$ cat config.mk
export PLATFORM = sky130hd
export DESIGN_NAME = qte_cordic_cell
export DESIGN_NICKNAME = d
export VERILOG_FILES = /design/src/qte_pkg.sv /design/src/qte_cordic_cell.sv
export SDC_FILE = /design/constraint.sdc
export NUM_CORES = 1
export LEC_CHECK = 0
export ABC_AREA = 1
export BUFFER_PORTS_ARGS = -buffer_cell sky130_fd_sc_hd__buf_4
export CAP_MARGIN = 0
export CORE_MARGIN = 3
export CORE_UTILIZATION = 64
export DETAILED_ROUTE_END_ITERATION = 10
export GPL_TIMING_DRIVEN = 0
export PLACE_DENSITY = 0.95
export SLEW_MARGIN = 20
export SYNTH_ARGS = -nofsm -noshare
export SYNTH_HDL_FRONTEND = slang
export SYNTH_SLANG_ARGS = --single-unit
$ cat constraint.sdc
create_clock -name clk -period 10.1 [get_ports clk]
set_input_delay 2.02 -clock clk [delete_from_list [all_inputs] [get_ports clk]]
set_output_delay 2.02 -clock clk [all_outputs]
set_load 0.01 [all_outputs]
$ cat src/qte_pkg.sv
`timescale 1ns / 1ps

package qte_pkg;

	localparam int QW    = 16;
	localparam int AW    = 16;
	localparam int NSTG  = 16;
	localparam int NRUN  = (NSTG < 32) ? NSTG : 32;
	localparam int QFRAC = QW - 2;
	localparam int AFRAC = AW - 3;
	localparam int ZFRAC = 30;
	localparam int RSH   = ZFRAC - AFRAC;
	localparam int ZW    = 34;
	localparam int PW    = QW + 2;
	localparam int SW    = QW + 4;
	localparam int DW    = QW + 6;
	localparam int SQN   = QW - 1;
	localparam int RW    = 2 * SQN;
	localparam int SIW   = 5;
	localparam int LAT   = 4 + SQN + NRUN;

	localparam logic signed [SW-1:0] ONE = SW'(1) <<< QFRAC;
	localparam logic signed [ZW-1:0] PI_Z = 34'sd3373259426;
	localparam logic signed [ZW-1:0] HALF_PI_Z = 34'sd1686629713;
	localparam longint PI_OUT = (64'sd3373259426 + (64'sd1 <<< (RSH - 1))) >>> RSH;
	localparam longint HPI_OUT = (64'sd1686629713 + (64'sd1 <<< (RSH - 1))) >>> RSH;

	typedef struct packed {
		logic signed [DW-1:0] x;
		logic signed [DW-1:0] y;
		logic signed [ZW-1:0] z;
		logic                 zero;
	} cordic_t;

	typedef struct packed {
		logic [RW-1:0] rem;
		logic [RW-1:0] res;
	} sq_t;

	function automatic logic signed [ZW-1:0] atan_tab(input logic [SIW-1:0] i);
		logic signed [ZW-1:0] v;
		case (i)
			5'd0:  v = ZW'(32'h3243F6A8);
			5'd1:  v = ZW'(32'h1DAC6705);
			5'd2:  v = ZW'(32'h0FADBAFC);
			5'd3:  v = ZW'(32'h07F56EA6);
			5'd4:  v = ZW'(32'h03FEAB76);
			5'd5:  v = ZW'(32'h01FFD55B);
			5'd6:  v = ZW'(32'h00FFFAAA);
			5'd7:  v = ZW'(32'h007FFF55);
			5'd8:  v = ZW'(32'h003FFFEA);
			5'd9:  v = ZW'(32'h001FFFFD);
			5'd10: v = ZW'(32'h000FFFFF);
			5'd11: v = ZW'(32'h0007FFFF);
			5'd12: v = ZW'(32'h0003FFFF);
			5'd13: v = ZW'(32'h0001FFFF);
			5'd14: v = ZW'(32'h0000FFFF);
			5'd15: v = ZW'(32'h00007FFF);
			5'd16: v = ZW'(32'h00003FFF);
			5'd17: v = ZW'(32'h00001FFF);
			5'd18: v = ZW'(32'h00000FFF);
			5'd19: v = ZW'(32'h000007FF);
			5'd20: v = ZW'(32'h000003FF);
			5'd21: v = ZW'(32'h000001FF);
			5'd22: v = ZW'(32'h000000FF);
			5'd23: v = ZW'(32'h0000007F);
			5'd24: v = ZW'(32'h0000003F);
			5'd25: v = ZW'(32'h0000001F);
			5'd26: v = ZW'(32'h0000000F);
			5'd27: v = ZW'(32'h00000008);
			5'd28: v = ZW'(32'h00000004);
			5'd29: v = ZW'(32'h00000002);
			5'd30: v = ZW'(32'h00000001);
			default: v = '0;
		endcase
		return v;
	endfunction

	function automatic logic signed [PW-1:0] qmul(input logic signed [QW-1:0] a,
			input logic signed [QW-1:0] b);
		logic signed [2*QW-1:0] p;
		p = a * b;
		return PW'(p >>> QFRAC);
	endfunction

	function automatic cordic_t prerot(input logic signed [DW-1:0] x,
			input logic signed [DW-1:0] y);
		cordic_t c;
		c.zero = (x == '0) && (y == '0);
		if (x < 0) begin
			if (y >= 0) begin
				c.x = y;
				c.y = -x;
				c.z = HALF_PI_Z;
			end else begin
				c.x = -y;
				c.y = x;
				c.z = -HALF_PI_Z;
			end
		end else begin
			c.x = x;
			c.y = y;
			c.z = '0;
		end
		return c;
	endfunction

	function automatic logic signed [ZW+1:0] round_out(input logic signed [ZW+1:0] z,
			input longint lim);
		logic signed [ZW+1:0] half;
		logic signed [ZW+1:0] r;
		logic signed [ZW+1:0] l;
		half = '0;
		half[RSH-1] = 1'b1;
		l = (ZW+2)'(lim);
		r = (z + half) >>> RSH;
		if (r > l) begin
			r = l;
		end else if (r < -l) begin
			r = -l;
		end
		return r;
	endfunction

endpackage

$ cat src/qte_cordic_cell.sv
`timescale 1ns / 1ps

module qte_cordic_cell import qte_pkg::*; (
	input  logic           clk,
	input  logic           en,
	input  logic [SIW-1:0] stage,
	input  cordic_t        d,
	output cordic_t        q
);

	logic signed [DW-1:0] dx;
	logic signed [DW-1:0] dy;
	logic signed [ZW-1:0] da;

	assign dx = d.x >>> stage;
	assign dy = d.y >>> stage;
	assign da = atan_tab(stage);

	always_ff @(posedge clk) begin
		if (en) begin
			q.zero <= d.zero;
			if (d.y >= 0) begin
				q.x <= d.x + dy;
				q.y <= d.y - dx;
				q.z <= d.z + da;
			end else begin
				q.x <= d.x - dy;
				q.y <= d.y + dx;
				q.z <= d.z - da;
			end
		end
	end

endmodule

* Word level (Yosys, flattened, before mapping)
Memory sizes are Yosys's and may differ from the RTL's.
Cells that the tools add are included.
** Word-level totals
- Register bits :: 79
- Memory bits (read-only) :: 960
- Bits of input ports :: 86
- Output and inout bits :: 79
- Memories kept :: 1
** Operators by class
- Add/subtract/negate cells :: 6
- Order comparisons :: 1
- Shift operators :: 2
- Multiplexer cells :: 1
** Memory list
- (no name shown) :: words 32, bits a word 30, read ports 1, clocked after Yosys merged registers in 0, write ports 0, RTL line qte_pkg.sv:42 : case (i)
** Operators by type and width (number)
- 78-bit two-way mux :: 1
- 22-bit adder :: 2
- 22-bit by 5-bit >>> shifter with 22-bit output :: 2
- 22-bit subtractor :: 2
- 34-bit adder :: 1
- 34-bit subtractor :: 1
- 22-bit by 1-bit greater-or-equal comparator with 1-bit output, second input constant :: 1

* Longest topological paths before layout
- Depth in word-level cells :: 3
- Mapped depth :: 31
- Gate-level depth less buffers :: 30

* Least setup slack after synthesis
OpenSTA, ideal clock, no wires.
- Kind :: input to register
- Start :: input port stage[1]
- End :: register q[30] (netlist bit) (data pin)
- Setup time :: 0.265 ns
- Data arrival time :: 5.390 ns
- Slack :: 4.444 ns
- Stages :: 24
- Cells stage by stage :: inv_2 buf_2 ha_1 inv_1 nor2_1 inv_1 o21ai_1 a32oi_1 inv_1 ha_1 inv_1 nor3_2 nand4_1 nand2_1 buf_6 xor2_1 ha_1 nand2_1 nor2_1 a211oi_1 nand2_1 a21oi_1 o21ai_0 xor2_1
** On the way
- Word-level cells in the longest chain between the ends :: 3
- Elaborated cells on any way between the ends :: 4
- Those cells by class :: 2 x add/sub; 1 x mux; 1 x memory
** Ends and longest elaborated chain
- start, declared :: RTL line qte_cordic_cell.sv:6 : input logic [SIW-1:0] stage,
- memory 32 x 30 bit (*)
- 34-bit subtractor or 34-bit adder (tied branches) :: RTL line qte_cordic_cell.sv:29, qte_cordic_cell.sv:25
- 78-bit two-way mux (*) :: RTL line qte_cordic_cell.sv:22 : if (d.y >= 0) begin
- end, declared :: RTL line qte_cordic_cell.sv:8 : output cordic_t q
Every way passes the cells marked *; elsewhere a longest branch is shown, timed or not.
A chain may end at the register's enable or synchronous reset.

* Worst setup path after layout
Ends and elaborated chain as after synthesis.

==> metrics.yaml <==
synth_compound_area_frac: 0.122
pin_count: 165
dr.pass1.iters: 7
tritoncts: "built"
cts.clk_slew.worst_paths_ns: 0.07
crit_fanout: 13
place_area_um2: 12100
wire_per_inst_um: 18.6
yosys.area.top_type_share: 0.223
ctsHtreeMaxLevel: 3
synth-seq-cells: 79
cts-hold-fix-buffers: 0
syn_avg_cell_area_um2: 6.55
grt_pass1_wl_mm: 58.2
synth-edff-count: 79
start_util: 0.662
async_reset_ff_frac: 0
final_cell_area_um2: 12400
critPathSlowestCell: "a211oi_1"
vias: 12494
fin_setup_tns_ns: 0
critPathKind: "in2reg"
grt_max_degree: 80
synth_simple_gate_area_frac: 0.362
rows: 46
core-area_um2: 16100
clock_path_buffers: 2
tightest_slew_ns: 1.08
synth_top_family_by_area: "simple AND/OR/NAND/NOR gates"
critPathMaxStageDelay_ns: 0.35
postCtsSetupRepairBufs: 0
synthTopCellsByCount: "516 x nand2_1, 203 x nand3_1, 144 x inv_1"
ys_seq_area_frac: 0.223
numCtsBuffers: 9
syn_inst: 1625
dp_hpwl_mm: 29.7
synthXorXnorAreaFrac: 0.101
critPathArrivalTime_ns: 6.97
critPathMostFrequentCell: "inv_1"
required_ns: 10.21
yosysUniqueCellTypes: 49
via_per_inst: 6.19
finalHoldViolations: 0
hp-start: "d[0]"
setup_viol: 0
rsz0062_at_grt: "no"
outcome: "finished, final reports clean"
min_period_ns: 6.86
slew_headroom: 0.277
min_to: "q[0]"
die_w_um: 135
fin_crit_sh: 0.679
fin_nets: 1971
min_delay_path_depth: 1
leakage_nw: 6.20
max_freq_mhz: 146
antenna_found_initial: 1
synthMuxAreaShare: 0
synth_area_leaders: "edfxtp_1 22%, nand2_1 18%, ha_1 10%, nand3_1 9.6%, xor2_1 7.3%"
area_growth_pct: 16.6
synth_largest_area_cell: "edfxtp_1"
min_path_type: "in2reg"
regMostFlops: "q"
die_h_um: 135
startpoint_type: "primary input"
antenna_left: 0
synth.most_common_cell: "nand2_1"
synthFlopType: "edfxtp_1"
cp-end-kind: "flip-flop"
die_area_um2: 18200
synthesis.area_um2: 10600
largest_reg_flops: 79
drc: 0
cts-resized-gates: 0
grt_use_total: 0.399
clkSinkCount: 79
io_buffers: 160
yosys_warnings: 0
power_mw: 1.82
routed_wl_mm: 37.6
slew_viol_final: 0
grt_pass1_vias: 11969
gp_congestion: 1.02
power.density_nw_per_um2: 147
peakVddDrop_v: 0.000104
overflow: 0
maxCapViolCount: 0
synth_fa_ha_area_frac: 0.107
syn_nets: 1800
layout-drive-gt1-share: 0.142
top_regs: "q x79"
drt_iter0_markers: 1668
cts-root-buf: "clkbuf_16"
==> cells by family (layout without fill, tap and decap cells) <==
family / Yosys count / count (layout)
flip-flops: 79 / 79
adder cells (fa/ha/maj): 89 / 89
other: 0 / 1
XOR/XNOR: 122 / 122
AO/OA/AOI/OAI: 220 / 220
buffers and inverters: 203 / 378
AND/OR/NAND/NOR: 912 / 912
==> worst max-delay path, delay by kind of cell <==
| family | cells | cell delay [ns] |
|---|---|---|
| buffers and inverters | 8 | 1.23 |
| adder cells (fa/ha/maj) | 3 | 0.74 |
| XOR/XNOR | 2 | 0.36 |
| AO/OA/AOI/OAI | 5 | 1.19 |
| AND/OR/NAND/NOR | 7 | 1.39 |
==> per-stage QoR <==
| step | setup WS (ns) | utilization | std cells | hold slack [ns] |
|---|---|---|---|---|
| global route | 2.96 | 0.773 | 2017 | 1.84 |
| finish | 3.24 | 0.773 | 2017 | 1.83 |
| detailed placement | 3.11 | 0.754 | 2001 | 2.20 |
| global placement | 3.26 | 0.754 | 2001 | 2.20 |
| floorplan | 4.44 | - | 1625 | 2.12 |
| CTS | 3.49 | 0.772 | 2016 | 1.84 |
==> cell type report <==
| cell class | instances | area (um^2) |
|---|---|---|
| Antenna cell | 1 | 2.50 |
| Buffer | 49 | 328 |
| Clock buffer | 9 | 225 |
| Clock inverter | 6 | 70.1 |
| Fill cell | 1243 | 3650 |
| Inverter | 154 | 578 |
| Multi-Input combinational cell | 1343 | 7360 |
| Sequential cell | 79 | 2370 |
| Tap cell | 216 | 270 |
| Timing Repair Buffer | 160 | 1200 |
==> report_power, final <==
part	total (mW)	internal, mW	switching (mW)
clock	0.351	0.192	0.158
sequential	0.506	0.483	0.0232
combinational	0.962	0.375	0.587
==> worst max path at each step <==
stage	startpoint	to	slack [ns]
after floorplan	stage[1]	q[30]	4.44
after global placement	stage[1]	q[30]	3.26
after detailed placement	stage[1]	q[30]	3.11
after CTS	stage[1]	q[30]	3.49
after global routing	stage[1]	q[30]	2.96
final	stage[1]	q[30]	3.24
==> layer usage <==
metal,wire length (um),track usage,part of all wire
met1,13500,0.481,0.36
met5,39,0,0.0010
met4,2090,0.226,0.056
met3,4110,0.0507,0.11
met2,17900,0.686,0.48
==> cells in the final DEF (no fill, tap or decap), types with 16 or more instances in the layout <==
cell type	instances
buf_4	167
nor2_1	133
nand4_1	17
edfxtp_1	79
a21oi_1	82
nand3_1	203
ha_1	86
xnor2_1	32
inv_1	144
nand2_1	516
buf_2	16
o21ai_0	51
xor2_1	89
No activity file was read; power rests on OpenSTA's default activity.
