File: config.mk
export PLATFORM = sky130hd
export DESIGN_NAME = qte_sqrt_cell
export DESIGN_NICKNAME = d
export VERILOG_FILES = /design/src/qte_pkg.sv /design/src/qte_sqrt_cell.sv
export SDC_FILE = /design/constraint.sdc
export NUM_CORES = 1
export LEC_CHECK = 0
export ABC_AREA = 1
export BUFFER_PORTS_ARGS = -buffer_cell sky130_fd_sc_hd__buf_2
export CORE_ASPECT_RATIO = 0.5
export CORE_MARGIN = 8
export CORE_UTILIZATION = 59
export CTS_BUF_LIST = sky130_fd_sc_hd__clkbuf_8 sky130_fd_sc_hd__clkbuf_16
export DETAILED_ROUTE_END_ITERATION = 7
export PLACE_DENSITY = 0.82
export SLEW_MARGIN = 20
export SYNTH_ARGS = -nofsm -noshare
export SYNTH_HDL_FRONTEND = slang
export SYNTH_SLANG_ARGS = --single-unit
File: constraint.sdc
create_clock -name clk -period 4.7 [get_ports clk]
set_input_delay 0.47 -clock clk [delete_from_list [all_inputs] [get_ports clk]]
set_output_delay 0.47 -clock clk [all_outputs]
set_load 0.01 [all_outputs]
File: src/qte_pkg.sv
`timescale 1ns / 1ps

package qte_pkg;

	localparam int QW    = 16;
	localparam int AW    = 16;
	localparam int NSTG  = 16;
	localparam int NRUN  = (NSTG < 32) ? NSTG : 32;
	localparam int QFRAC = QW - 2;
	localparam int AFRAC = AW - 3;
	localparam int ZFRAC = 30;
	localparam int RSH   = ZFRAC - AFRAC;
	localparam int ZW    = 34;
	localparam int PW    = QW + 2;
	localparam int SW    = QW + 4;
	localparam int DW    = QW + 6;
	localparam int SQN   = QW - 1;
	localparam int RW    = 2 * SQN;
	localparam int SIW   = 5;
	localparam int LAT   = 4 + SQN + NRUN;

	localparam logic signed [SW-1:0] ONE = SW'(1) <<< QFRAC;
	localparam logic signed [ZW-1:0] PI_Z = 34'sd3373259426;
	localparam logic signed [ZW-1:0] HALF_PI_Z = 34'sd1686629713;
	localparam longint PI_OUT = (64'sd3373259426 + (64'sd1 <<< (RSH - 1))) >>> RSH;
	localparam longint HPI_OUT = (64'sd1686629713 + (64'sd1 <<< (RSH - 1))) >>> RSH;

	typedef struct packed {
		logic signed [DW-1:0] x;
		logic signed [DW-1:0] y;
		logic signed [ZW-1:0] z;
		logic                 zero;
	} cordic_t;

	typedef struct packed {
		logic [RW-1:0] rem;
		logic [RW-1:0] res;
	} sq_t;

	function automatic logic signed [ZW-1:0] atan_tab(input logic [SIW-1:0] i);
		logic signed [ZW-1:0] v;
		case (i)
			5'd0:  v = ZW'(32'h3243F6A8);
			5'd1:  v = ZW'(32'h1DAC6705);
			5'd2:  v = ZW'(32'h0FADBAFC);
			5'd3:  v = ZW'(32'h07F56EA6);
			5'd4:  v = ZW'(32'h03FEAB76);
			5'd5:  v = ZW'(32'h01FFD55B);
			5'd6:  v = ZW'(32'h00FFFAAA);
			5'd7:  v = ZW'(32'h007FFF55);
			5'd8:  v = ZW'(32'h003FFFEA);
			5'd9:  v = ZW'(32'h001FFFFD);
			5'd10: v = ZW'(32'h000FFFFF);
			5'd11: v = ZW'(32'h0007FFFF);
			5'd12: v = ZW'(32'h0003FFFF);
			5'd13: v = ZW'(32'h0001FFFF);
			5'd14: v = ZW'(32'h0000FFFF);
			5'd15: v = ZW'(32'h00007FFF);
			5'd16: v = ZW'(32'h00003FFF);
			5'd17: v = ZW'(32'h00001FFF);
			5'd18: v = ZW'(32'h00000FFF);
			5'd19: v = ZW'(32'h000007FF);
			5'd20: v = ZW'(32'h000003FF);
			5'd21: v = ZW'(32'h000001FF);
			5'd22: v = ZW'(32'h000000FF);
			5'd23: v = ZW'(32'h0000007F);
			5'd24: v = ZW'(32'h0000003F);
			5'd25: v = ZW'(32'h0000001F);
			5'd26: v = ZW'(32'h0000000F);
			5'd27: v = ZW'(32'h00000008);
			5'd28: v = ZW'(32'h00000004);
			5'd29: v = ZW'(32'h00000002);
			5'd30: v = ZW'(32'h00000001);
			default: v = '0;
		endcase
		return v;
	endfunction

	function automatic logic signed [PW-1:0] qmul(input logic signed [QW-1:0] a,
			input logic signed [QW-1:0] b);
		logic signed [2*QW-1:0] p;
		p = a * b;
		return PW'(p >>> QFRAC);
	endfunction

	function automatic cordic_t prerot(input logic signed [DW-1:0] x,
			input logic signed [DW-1:0] y);
		cordic_t c;
		c.zero = (x == '0) && (y == '0);
		if (x < 0) begin
			if (y >= 0) begin
				c.x = y;
				c.y = -x;
				c.z = HALF_PI_Z;
			end else begin
				c.x = -y;
				c.y = x;
				c.z = -HALF_PI_Z;
			end
		end else begin
			c.x = x;
			c.y = y;
			c.z = '0;
		end
		return c;
	endfunction

	function automatic logic signed [ZW+1:0] round_out(input logic signed [ZW+1:0] z,
			input longint lim);
		logic signed [ZW+1:0] half;
		logic signed [ZW+1:0] r;
		logic signed [ZW+1:0] l;
		half = '0;
		half[RSH-1] = 1'b1;
		l = (ZW+2)'(lim);
		r = (z + half) >>> RSH;
		if (r > l) begin
			r = l;
		end else if (r < -l) begin
			r = -l;
		end
		return r;
	endfunction

endpackage

File: src/qte_sqrt_cell.sv
`timescale 1ns / 1ps

module qte_sqrt_cell import qte_pkg::*; (
	input  logic           clk,
	input  logic           en,
	input  logic [SIW-1:0] stage,
	input  sq_t            d,
	output sq_t            q
);

	logic [RW-1:0] bitv;
	logic [RW:0]   trial;

	assign bitv  = RW'(1) << {(SIW'(SQN - 1) - stage), 1'b0};
	assign trial = {1'b0, d.res} + {1'b0, bitv};

	always_ff @(posedge clk) begin
		if (en) begin
			if ({1'b0, d.rem} >= trial) begin
				q.rem <= d.rem - trial[RW-1:0];
				q.res <= (d.res >> 1) + bitv;
			end else begin
				q.rem <= d.rem;
				q.res <= d.res >> 1;
			end
		end
	end

endmodule

==> Yosys cells after proc, flatten, opt, wreduce, memory -nomap -nowiden <==
Cells that the tools add are included.
{ "totals": {"register_bits": 60, "input_bits": 67, "output_inout_bits": 60, "wordCells": 10} }
{ "op_classes": {"n_addsub": 4, "n_lt_le_gt_ge": 1, "shifts": 1, "n_mux": 1} }
{ "op_table": {"columns": ["cell", "count"], "rows": [
  ["60-bit two-way mux", 1],
  ["30-bit by 30-bit adder with 31-bit output", 1],
  ["30-bit by 31-bit greater-or-equal comparator with 1-bit output", 1],
  ["29-bit by 30-bit adder with 30-bit output", 1],
  ["1-bit by 6-bit left shift with 30-bit output, first input constant", 1],
  ["30-bit subtractor", 1],
  ["4-bit by 5-bit subtractor with 5-bit output, first input constant", 1]
]} }

==> Depth between registers and ports, before layout <==
Gate-level depths: netlist (run 1).
{ "depth": {"word_depth": 5, "depth_mapped": 37, "mapped_depth_nobuf": 34} }

==> Least setup slack after synthesis (run 1) <==
Ideal clock, no wire load.
{ "synth_timing": {"kind": "input-to-reg", "startpoint": "in stage[0]", "endpoint": "reg q[40] in the netlist's numbering (data pin)", "setup_time_ps": 258, "arrival_ps": 4040, "required_ps": 4442, "path_slack_ps": 402, "path_stages": 32, "path_buffers": 3, "path_cell_list": "buf_6 -> nand2_1 -> inv_2 -> ha_1 -> inv_1 -> nand3_1 -> nor2_1 -> ha_1 -> nand2_1 -> nor3_1 -> a21oi_1 -> nand2_1 -> nand2_1 -> nand2_1 -> xor2_1 -> ha_1 -> nand2_1 -> nor2_1 -> nor3b_2 -> nand2_1 -> nand3_1 -> nand2_1 -> nand2_1 -> nand2_1 -> nand2_1 -> nand2_1 -> nand2_1 -> nand3_2 -> buf_6 -> buf_6 -> nand2_1 -> o21ai_1"} }
{ "synth_via": {"elab_chain_len": 5, "word_cells_on_any_way": 6, "cone_classes": "3 x add/sub; 1 x order compare; 1 x shift; 1 x mux"} }
{ "synth_rtl": {"columns": ["item", "line", "rtl"], "rows": [
  ["start: declaration", "qte_sqrt_cell.sv:6", "input logic [SIW-1:0] stage,"],
  ["4-bit by 5-bit subtractor with 5-bit output (*)", "qte_sqrt_cell.sv:14", "assign bitv = RW'(1) << {(SIW'(SQN - 1) - stage), 1'b0};"],
  ["1-bit by 6-bit left shift with 30-bit output (*)", "qte_sqrt_cell.sv:14", null],
  ["30-bit by 30-bit adder with 31-bit output (*)", "qte_sqrt_cell.sv:15", "assign trial = {1'b0, d.res} + {1'b0, bitv};"],
  ["30-bit subtractor or 30-bit by 31-bit greater-or-equal comparator with 1-bit output (tied branches)", "qte_sqrt_cell.sv:20, qte_sqrt_cell.sv:19", null],
  ["60-bit two-way mux (*)", "qte_sqrt_cell.sv:19", "if ({1'b0, d.rem} >= trial) begin"],
  ["end: declaration", "qte_sqrt_cell.sv:8", "output sq_t q"]
]} }
Every way passes the cells marked *; elsewhere a longest branch is shown, timed or not.
A chain may end at the register's enable or synchronous reset.

==> Final worst setup path (run 1) <==
{ "layout_timing": {"startpoint": "in stage[2]", "endpoint": "reg q[46] in the netlist's numbering (data pin)"} }
Same word-level chain as after synthesis.

==> out/metrics.yaml, run 1 <==
final_common_cell: "nand2_1"
cap_violations: 0
syn_to_final_growth_pct: 27.9
clk_path_buf_depth: 2
die_h_um: 97.0
critical_path_arrival_ps: 4670
crit_path_max_fanout: 5
synth-edff-count: 60
cts_htree_levels: 3
dp.cells: 1608
drtIter0Drc: 1196
power_density_nw_per_um2: 247
grt_pass1_vias: 8839
dr.pass1.iters: 8
min_period_over_period_pct: 97.5
total_power_uw: 2440
synthArstFlopShare_pct: 0
finalSetupViolations: 0
largest_reg_flops: 60
io_buffers: 126
synth_top_area_share_pct: 23.3
dieWidth_um: 178
top_regs: "q: 60 flops"
postPlaceCellArea_um2: 9200
cts_root_buf: "clkbuf_16"
nets: 1579
layout_common_cells: "405 x nand2_1, 148 x inv_1, 126 x buf_2"
drv_slew: 0
core_area_um2: 12700
grt-ovfl-total: 0
synth_seq_cells: 60
min_path_type: "primary input to flop"
setup.worst_path.end: "q[46]"
min_from: "d[58]"
avgViaCountPerCell: 5.85
p_leak_uw: 0.00515
drc: 0
antenna_found_initial: 0
ir_drop_uv: 184
stdcell_count: 1635
netlist_area_um2: 7730
n_fill_cell: 1005
slew_headroom_pct: 43.9
hold_depth: 3
hold_viol: 0
grt_max_degree: 61
synth_area_leaders: "edfxtp_1 23%, nand2_1 20%, ha_1 8.1%, inv_1 7.1%, nand3_1 6.0%"
required_ps: 4790
wire_per_inst_um: 17.6
dieArea_um2: 17200
gp_congestion: 1.02
synth.avg_cell_area_um2: 6.28
finalWirelength_um: 28800
ys_seq_area_share_pct: 23.3
place_hpwl_um: 22600
stdcell_area_um2: 9890
start_util_pct: 60.7
clock-sinks: 60
grt_usage_pct: 30.9
finalCriticalPeriod_ps: 4580
ioPinCount: 127
ys_warn_count: 0
hold_ws_ps: 433
drive_above_1_share_pct: 22.5
drtAntennaViolNets: 0
synth_ff_type: "edfxtp_1"
syn_nets: 1349
grt_pass1_wl_um: 43300
synthCells: 1231
worst_setup_path_end_kind: "flop"
tritoncts: "built"
path_class: "primary input to flop"
via_count: 9559
synth_largest_area_cell: "edfxtp_1"
worst_pin_slew_ps: 842
max_freq_ghz: 0.218
clkTransAtPathRegs_ps: 60
cts_buffers: 9
row_count: 29
regMostFlops: "q"
synth.distinct_cells: 46
critPathLaunch: "stage[2]"
crit_path_start_kind: "primary input"
diodes: 0
status: "finished, final reports clean"
==> power breakdown <==
group          leakage (uW)  internal, uW  switching [uW]  total, uW
Clock              0.000150           458             263        720
Sequential         0.000585           693            19.6        713
Combinational       0.00442           396             610       1010
==> timing repair <==
item                       4_1_cts  5_1_grt
gates resized for setup          0       56
hold buffers                     0        0
setup endpoints to repair        0       60
buffers inserted                 0        9
==> stage by stage <==
| step | setup TNS [ps] | util [%] | worst slack, ps |
|---|---|---|---|
| floorplan | 0 | - | 402 |
| global placement | -8490 | 72.3 | -183 |
| detailed placement | -13340 | 72.3 | -269 |
| CTS | 0 | 74.7 | 53.4 |
| global route | -2340 | 77.7 | -79.5 |
| finish | 0 | 77.7 | 117 |
==> worst min-delay path by stage <==
stage          endpoint
6_report          q[58]
5_1_grt           q[54]
4_1_cts           q[58]
3_5_place_dp      q[54]
3_3_place_gp      q[58]
2_1_floorplan      q[0]
==> kinds of logic (layout without fill, tap and decap cells) <==
kind of cell,count (synthesis),count (layout),synth area share [%]
and+or+nand+nor,712,712,39.3
AOI/OAI and AO/OA,174,174,12.5
buffers and inverters,173,407,9.66
xor gates and xnor gates,61,61,6.91
DFF,60,60,23.3
adders and majority gates,51,51,8.35
==> critical path, stage by stage <==
cell and delay (ps):
buf_2 120, nand3_1 120, nand2_2 110, nand2_2 90, a21oi_1 120, inv_1 100, nor4_2 250, buf_4 170
ha_1 180, nand2_1 70, nand2_1 70, nand2_1 80, inv_1 90, nand3_1 120, o21ai_1 140, buf_4 150
a21oi_1 70, xor2_1 370, ha_1 360, buf_4 160, a21oi_1 180, o21ai_0 180, a21oi_1 140, o21ai_0 240
buf_4 230, xnor2_1 180, o21ai_1 120
==> layer usage <==
layer / GRT usage, % / vias up / wire length [um]
li1: - / 4524 / -
met1: 39.4 / 4335 / 11800
met2: 50.6 / 604 / 12800
met3: 6.98 / 96 / 3330
met4: 10.2 / 0 / 891
met5: 0 / - / 0
==> cell type report <==
class,instances,area [um2],area share (%)
Clock buffer,9,225,2.28
Timing Repair Buffer,240,1570,15.9
Tap cell,170,213,2.15
Multi-Input combinational cell,998,5420,54.8
Clock inverter,6,82.6,0.835
Inverter,152,578,5.85
Sequential cell,60,1800,18.2
==> cell usage after synthesis (8+ instances only) <==
master,instances
inv_1,146
buf_6,11
edfxtp_1,60
xnor2_1,18
nand2_1,416
nand3_2,8
o21ai_0,42
nor2_1,119
o21ai_1,34
nor3_1,17
nand4_1,28
xor2_1,43
nand3_1,92
a21oi_1,59
ha_1,50
Power figures use the tool's default switching activity.
==> run 2, diff against run 1 <==
--- a/config.mk
+++ b/config.mk
@@ -5,14 +5,13 @@
 export SDC_FILE = /design/constraint.sdc
 export NUM_CORES = 1
 export LEC_CHECK = 0
-export ABC_AREA = 1
-export BUFFER_PORTS_ARGS = -buffer_cell sky130_fd_sc_hd__buf_2
+export BUFFER_PORTS_ARGS = -buffer_cell sky130_fd_sc_hd__buf_4
 export CORE_ASPECT_RATIO = 0.5
 export CORE_MARGIN = 8
-export CORE_UTILIZATION = 59
+export CORE_UTILIZATION = 57
 export CTS_BUF_LIST = sky130_fd_sc_hd__clkbuf_8 sky130_fd_sc_hd__clkbuf_16
 export DETAILED_ROUTE_END_ITERATION = 7
-export PLACE_DENSITY = 0.82
+export PLACE_DENSITY = 0.81
 export SLEW_MARGIN = 20
 export SYNTH_ARGS = -nofsm -noshare
 export SYNTH_HDL_FRONTEND = slang
==> run 2 against run 1 <==
- the flow now finishes with violations (design-rule violations, negative setup slack)
- first-iteration DRC count increased by 5.7%
- flip-flop and latch count unchanged
- core utilization is 13 points higher
- worst setup slack worse by 1700 ps
- via count is 18% lower
- global-route usage is 3.3 points higher
- largest cell class unchanged
- power increased by 3.4%
- die area shrank 14%
- wire length is 3.0% higher
- clock-buffer cell count did not move
- cell count decreased by 30%
- highest routed layer is now met5
- non-clock buffer count is 93 higher
==> out/metrics.yaml, run 2 <==
status: "finished, violations left"  # was finished, final reports clean
start_util_pct: 57.6  # was 60.7%
grt_max_degree: 61  # unchanged
p_int_uw: 1630  # was 1550 uW
ys_warn_count: 0  # unchanged
antenna_found_initial: 2  # was 0
grt_usage_pct: 34.2  # was 30.9%
pwr-share-seq_pct: 28.0  # was 29.2%
synth.avg_cell_area_um2: 9.25  # was 6.28 um2
crit_family: "compound AO/OA/AOI/OAI gates"  # unchanged
io_buffers: 126  # unchanged
synth_ff_type: "edfxtp_1"  # unchanged
hold_end: "q[55]"  # was q[58]
utilization_pct: 90.8  # was 77.7%
cts_htree_levels: 3  # unchanged
synth_largest_area_cell: "edfxtp_1"  # unchanged
synthTopCellsByCount: "71 x nand2_1, 64 x xnor2_1, 60 x edfxtp_1"  # was 416 x nand2_1, 146 x inv_1, 119 x nor2_1
gp_congestion: 0.971  # was 1.02
n_fill_cell: 439  # was 1005
finalSetupViolations: 60  # was 0
dieArea_um2: 14800  # was 17200 um2
critical_path_arrival_ps: 6380  # was 4670 ps
row_count: 27  # was 29
via_count: 7791  # was 9559
path_class: "primary input to flop"  # unchanged
core_area_um2: 10800  # was 12700 um2
p_leak_uw: 0.00443  # was 0.00515 uW
synth_top_area_share_pct: 28.9  # was 23.3%
clk_path_buf_depth: 2  # unchanged
finalCriticalPeriod_ps: 6290  # was 4580 ps
dp.cells: 1089  # was 1608
synth_most_common_cell: "nand2_1"  # unchanged
slowest_stage: "or3b_4"  # was xor2_1
die_h_um: 90.0  # was 97.0 um
ys_seq_area_share_pct: 28.9  # was 23.3%
cts_buffers: 9  # unchanged
min_from: "d[55]"  # was d[58]
crit_path_max_fanout: 7  # was 5
ir_drop_uv: 209  # was 184 uV
place_hpwl_um: 15400  # was 22600 um
min_path_type: "primary input to flop"  # unchanged
stdcell_count: 1142  # was 1635
synth.distinct_cells: 71  # was 46
tritoncts: "built"  # unchanged
layout_common_cells: "305 x buf_4, 60 x edfxtp_1, 58 x xnor2_1"  # was 405 x nand2_1, 148 x inv_1, 126 x buf_2
cts_root_buf: "clkbuf_16"  # unchanged
grt_pass1_wl_um: 40300  # was 43300 um
clock-sinks: 60  # unchanged
postCtsHoldBufs: 0  # unchanged
p_switching_uw: 891  # was 893 uW
drc: 21  # was 0
top_regs: "q: 60 flops"  # unchanged
clkTransAtPathRegs_ps: 70  # was 60 ps
min_period_over_period_pct: 134  # was 97.5%
path_buf_inv: 8  # was 7
multi_input_area_um2: 4840  # was 5420 um2
drtIter0Drc: 1264  # was 1196
dieWidth_um: 164  # was 178 um
synth_area_leaders: "edfxtp_1 29%, ha_1 10%, xnor2_1 9.0%, mux2_4 5.3%, nand2_1 4.3%"  # was edfxtp_1 23%, nand2_1 20%, ha_1 8.1%, inv_1 7.1%, nand3_1 6.0%
nets: 1109  # was 1579
required_ps: 4790  # about the same
total_power_uw: 2520  # was 2440 uW
hold_depth: 2  # was 3
ioPinCount: 127  # unchanged
layout_setup_ws_ps: -1590  # was 117 ps
cap_violations: 0  # unchanged
clkPwrFrac_pct: 24.7  # was 29.5%
seq_area_um2: 1800  # unchanged
crit_path_start_kind: "primary input"  # unchanged
avgViaCountPerCell: 6.82  # was 5.85
syn_nets: 793  # was 1349
hold_ws_ps: 436  # was 433 ps
wire_per_inst_um: 26.0  # was 17.6 um
slew_headroom_pct: 33.2  # was 43.9%
regMostFlops: "q"  # unchanged
grt-ovfl-total: 0  # unchanged
netlist_area_um2: 6240  # was 7730 um2
final_common_cell: "buf_4"  # was nand2_1
synthCells: 675  # was 1231
synthArstFlopShare_pct: 0  # unchanged
fin_tns_setup_ps: -77910  # was 0 ps
hold_viol: 0  # unchanged
finalWirelength_um: 29700  # was 28800 um
critPathMaxStageDelay_ps: 400  # was 370 ps
violations: "design-rule violations, negative setup slack"
worst_setup_path_end_kind: "flop"  # unchanged
rsz0062_at_grt: "true"
drv_slew: 0  # unchanged
power_density_nw_per_um2: 256  # was 247 nW/um2
synth-edff-count: 60  # unchanged
worst_pin_slew_ps: 1000  # was 842 ps
largest_reg_flops: 60  # unchanged
max_freq_ghz: 0.159  # was 0.218 GHz
syn_to_final_growth_pct: 57.7  # was 27.9%
p_sw_share_pct: 35.3  # was 36.6%
dr.pass1.iters: 8  # unchanged
drtAntennaViolNets: 0  # unchanged
grt_pass1_vias: 7615  # was 8839
synth_seq_cells: 60  # unchanged
drive_above_1_share_pct: 48.1  # was 22.5%
combPwrFrac_pct: 47.4  # was 41.2%
run 2: cell count changes after synthesis, sizes merged, moves of 45 or more:
cell and delta:
inv -136, nand2 -351, nand3 -84, nor2 -80
o21ai -45, xnor2 +46
run 2: logic make-up (layout without fill, tap and decap cells):
family	Yosys count	in the layout	share of synthesized area (%)
xor+xnor	92	92	12.9
compound gates	177	177	19.2
mux	30	30	7.01
simple gates	215	215	17.5
fa+ha+maj	57	57	11.3
flops	60	60	28.9
buf+inv	44	365	3.25
other cells	0	1	0
run 2: timing repair:
| item | CTS | global route |
|---|---|---|
| endpoints found under the setup margin | 60 | 60 |
| buffers inserted | 24 | 8 |
| gates cloned | 4 | 0 |
| pin swaps | 42 | 32 |
| resized for setup | 92 | 36 |
run 2: worst max-delay path by stage:
stage	startpoint	cells past startpoint	end
floorplan	stage[1]	27	q[0]
global placement	stage[1]	27	q[45]
detailed placement	stage[1]	27	q[45]
CTS	stage[0]	28	q[47]
global route	stage[0]	26	q[16]
finish	stage[0]	31	q[16]
run 2: routing by layer:
| layer | share of wire [%] | vias to the layer above | track usage (%) |
|---|---|---|---|
| met5 | 0.21 | - | 0 |
| met4 | 8.1 | 4 | 18.9 |
| met3 | 14 | 291 | 10.2 |
| met2 | 44 | 721 | 56.5 |
| met1 | 34 | 3637 | 39.0 |
| li1 | - | 3138 | - |
run 2: power groups by stage:
| stage | Sequential, uW | Combinational (uW) | Clock [uW] |
|---|---|---|---|
| floorplan | 747 | 457 | 0 |
| global placement | 709 | 885 | 0 |
| detailed placement | 712 | 917 | 0 |
| CTS | 703 | 1070 | 601 |
| global route | 710 | 1240 | 630 |
| finish | 706 | 1190 | 622 |
run 2: area by class of cell:
class	count	area share, %
Sequential cell	60	18.3
Timing Repair Buffer	333	27.4
Clock inverter	7	0.369
Antenna cell	1	0.0254
Clock buffer	9	2.29
Inverter	16	0.610
Tap cell	145	1.84
Multi-Input combinational cell	571	49.1
run 2: per-stage QoR:
stage / instance area [um2] / setup slack, ps
2_1_floorplan: 6400 / -1160
3_3_place_gp: 8650 / -1360
3_5_place_dp: 8650 / -1530
4_1_cts: 9610 / -873
5_1_grt: 9840 / -1790
6_report: 9840 / -1590
